## src/ukt_pkg.sv

```systemverilog
package ukt_pkg;

    // operation codes
    localparam logic [1:0] OP_INSERT = 2'd0;
    localparam logic [1:0] OP_SEARCH = 2'd1;
    localparam logic [1:0] OP_DELETE = 2'd2;

    localparam int KEY_W = 32;

    typedef struct packed {
        logic [1:0]         opcode;
        logic signed [31:0] key;
    } t_req;

    typedef struct packed {
        logic       hit;
        logic [5:0] position;
        logic       dropped;
        logic [6:0] entry_count;
    } t_rsp;

    // finished result handed from the sequencer to the output stage
    typedef struct packed {
        logic valid;
        t_rsp rsp;
    } t_done;

endpackage

```

## src/ukt_key_mem.sv

```systemverilog
module ukt_key_mem import ukt_pkg::*; #(
    parameter int TABLE_DEPTH = 64,
    localparam int IW = (TABLE_DEPTH > 1) ? $clog2(TABLE_DEPTH) : 1
) (
    input  logic             i_clk,
    input  logic             i_wr_en,
    input  logic [IW-1:0]    i_wr_addr,
    input  logic [KEY_W-1:0] i_wr_data,
    input  logic             i_rd_en,
    input  logic [IW-1:0]    i_rd_addr,
    output logic [KEY_W-1:0] o_rd_data
);

    logic [KEY_W-1:0] r_mem [TABLE_DEPTH];
    logic [KEY_W-1:0] r_rd_data;

    always_ff @(posedge i_clk) begin
        if (i_wr_en) begin
            r_mem[i_wr_addr] <= i_wr_data;
        end
    end

    always_ff @(posedge i_clk) begin
        if (i_rd_en) begin
            r_rd_data <= r_mem[i_rd_addr];
        end
    end

    assign o_rd_data = r_rd_data;

endmodule

```

## config.mk

```make
export PLATFORM = sky130hd
export DESIGN_NAME = ukt_key_mem
export DESIGN_NICKNAME = d
export VERILOG_FILES = /design/src/ukt_pkg.sv /design/src/ukt_key_mem.sv
export SDC_FILE = /design/constraint.sdc
export NUM_CORES = 2
export LEC_CHECK = 0
export ABC_AREA = 1
export BUFFER_PORTS_ARGS = -buffer_cell sky130_fd_sc_hd__buf_4
export CAP_MARGIN = 20
export CORE_MARGIN = 4
export CORE_UTILIZATION = 49
export CTS_CLUSTER_DIAMETER = 100
export DETAILED_ROUTE_END_ITERATION = 7
export HOLD_SLACK_MARGIN = 0.02
export PLACE_DENSITY_LB_ADDON = 0.3
export SETUP_SLACK_MARGIN = 0.4
export SYNTH_ARGS = -nofsm -noshare
export SYNTH_HDL_FRONTEND = slang
export SYNTH_SLANG_ARGS = --single-unit
```

## constraint.sdc

```tcl
create_clock -name i_clk -period 7.53 [get_ports i_clk]
set_input_delay 1.8825 -clock i_clk [delete_from_list [all_inputs] [get_ports i_clk]]
set_output_delay 1.8825 -clock i_clk [all_outputs]
set_load 0.05 [all_outputs]
```

==> metrics.md <==
| Metric | Value |
|---|---|
| Vias in the first global route | `50811` |
| Yosys top cell area share | `0.752` |
| Via count | `53940` |
| Routability Congestion | `0.830` |
| Slew headroom | `0.131` |
| Routed met3 length | `21600 µm` |
| CTS tree | `done` |
| DIE HEIGHT | `420 µm` |
| Worst EP arrival | `5.19 ns` |
| Share of layout cells above drive strength 1 | `0.0748` |
| Hold depth | `8` |
| CTS Buf Count | `199` |
| Tmin final | `4.62 ns` |
| M1 WL | `90900 µm` |
| Setup TNS | `0 ns` |
| CTS root buffer | `clkbuf_16` |
| Worst Skew | `0.0369 ns` |
| Post-DR vias/cell | `5.94` |
| # resized after CTS | `0` |
| #FFs+latches synth | `2080` |
| Yosys cell types | `15` |
| Mapped Nets | `6816` |
| Leakage | `31.9 nW` |
| Clock Pin Slew Worst Setup and Hold Paths | `0.07 ns` |
| Clk buf depth | `3` |
| WL/cell | `25.9 µm` |
| CP endpoint kind | `flop` |
| Nets@finish | `6767` |
| Filler instances | `13731` |
| Status | `finished clean` |
| DRT Wirelength | `235000 µm` |
| Sink Count | `2080` |
| H-tree depth | `4` |
| Iter 0 DRT Violations | `7723` |
| Worst Path Max Fanout | `146` |
| Cell taking the most area after synthesis | `edfxtp_1` |
| Count of pins over their slew limit | `0` |
| Hold crit path type | `flop to flop` |
| Part of the Yosys area used for sequential elements | `0.752` |
| DRT Pass-1 Iters | `6` |
| Post-CTS Hold Fix Bufs | `0` |
| Setup-failing EPs final | `0` |
| I/O Pins | `79` |
| Setup Fix Bufs, Post-CTS | `0` |
| Largest net degree at the start of global routing | `191` |
| Slew @ Worst Pin | `1.30 ns` |
| Initial Util | `0.495` |
| Final hold vios | `0` |
| DRT antenna net count | `0` |
| Grt ovf | `0` |
| Std-Cell Rows | `150` |
| Final HPWL DP | `118000 µm` |
| Worst Setup Path Type | `primary input to flop` |
| Max layer used | `met4` |
| Core footprint | `0.168 mm²` |
| Global-route wire length before repair | `341000 µm` |
| RSZ-0062 raised after global routing | `no` |
| Critical Path Source Type | `primary input` |
| Tot Pwr | `23.7 mW` |
| Die X | `420 µm` |
| Initial antenna violation count | `12` |
| IO buf count | `78` |
| Syn Area/Cell | `12.3 µm²` |
| GRT Resource Usage Total | `0.263` |
| Max rail drop VDD | `0.220 mV` |
| Ys Warns | `0` |
| R2R depth | `8` |
| Power per cell area | `258 mW/mm²` |
| Final period util | `0.614` |
| Mapped cell area | `0.0831 mm²` |
| Worst-Skew Late Latency | `0.82 ns` |
| Max_cap viols | `0` |
| Die Area | `0.176 mm²` |
| Met2 WL | `111000 µm` |
| Mapped Cells | `6769` |
| # DRC | `0` |
| Critical Path RT | `8.09 ns` |
| Area grow syn2layout | `10.5%` |
| Achievable Freq | `216 MHz` |
| Area contributors post-synth | `edfxtp_1 (75%), nand3_1 (11%), nand2_1 (10%), buf_2 (1.7%), buf_4 (0.41%)` |
## Yosys cell counts
master / number
nor4_1: 8
nand4_1: 9
inv_2: 2
nor2_1: 56
buf_1: 40
buf_2: 282
buf_8: 2
nand3_1: 1907
nand2_1: 2248
edfxtp_1: 2080
inv_4: 1
buf_6: 3
buf_4: 45
inv_1: 9
clkbuf_1: 77
## area by class of cell
| type | count | area (µm²) | area share |
|---|---|---|---|
| Clock inverter | 82 | 532 | 0.00579 |
| Sequential cell | 2080 | 62500 | 0.680 |
| Clock buffer | 267 | 5410 | 0.0589 |
| Inverter | 12 | 81.3 | 0.000886 |
| Multi-Input combinational cell | 4228 | 18800 | 0.204 |
| Antenna cell | 11 | 27.5 | 0.000300 |
| Timing Repair Buffer | 199 | 1770 | 0.0193 |
| Tap cell | 2204 | 2760 | 0.0300 |
## power by group
group	internal (mW)	switching (mW)	total [mW]	leakage, nW
combinational	0.339	1.18	1.52	10.3
sequential	12.8	0.0329	12.9	18.7
clock	5.14	4.17	9.31	2.89
total	18.3	5.39	23.7	31.9
## final timing paths
path	from	endpoint	slack (ns)
hold / removal	r_mem[62][5]	o_rd_data[5]	0.88
hold reg to reg	r_mem[62][5]	o_rd_data[5]	0.88
setup / recovery	i_rd_addr[1]	o_rd_data[26]	2.91
setup reg to reg	r_mem[32][28]	o_rd_data[28]	5.55
## critical path, cell delays in order
cell     delay, ns
buf_8         0.26
inv_8         0.76
buf_12        0.41
buf_4         0.26
nand3_1       0.11
nand3_1       0.08
nand3_1       0.12
nand3_1       0.21
nand2_1       0.20
nand2_1       0.38
nand2_1       0.11
## metal layers
layer	vias up	track usage
met1	26522	0.359
li1	24035	-
met3	438	0.0395
met5	-	0
met2	2945	0.418
met4	0	0.126
## state kept, by name, summed over array words and instances (netlist names)
register / flops
r_mem: 2048
o_rd_data: 32
## stage by stage
step,hold WS (ns),instances,instance area [µm²],worst slack (ns),utilization
after global placement,0.854,8723,85800,2.16,0.512
after global routing,0.958,9079,91800,2.80,0.547
after floorplan,0.797,6769,83100,1.52,-
after detailed placement,0.863,8723,85800,2.21,0.512
after CTS,0.879,9072,91800,3.09,0.547
final,0.876,9083,91800,2.91,0.547
## cell families after synthesis
family,synth area share
DFF,0.752
buffers and inverters,0.0277
and+or+nand+nor,0.220
## layout by cell type, fill, tap and decap left out
cell	Yosys	layout
clkinv_1	0	44
clkinvlp_4	0	1
nand3_1	1907	1907
diode_2	0	11
inv_6	0	8
inv_2	2	2
nand2_1	2248	2248
clkinv_2	0	23
nand4_1	9	9
clkbuf_16	0	207
clkinv_8	0	2
buf_12	0	20
inv_1	9	6
inv_8	0	2
buf_6	3	1
buf_4	45	175
nor4_2	0	8
edfxtp_1	2080	2080
nor2_4	0	56
clkbuf_1	77	60
clkinv_16	0	1
bufinv_16	0	4
inv_16	0	1
buf_8	2	3
Power figures use the tool's default switching activity.
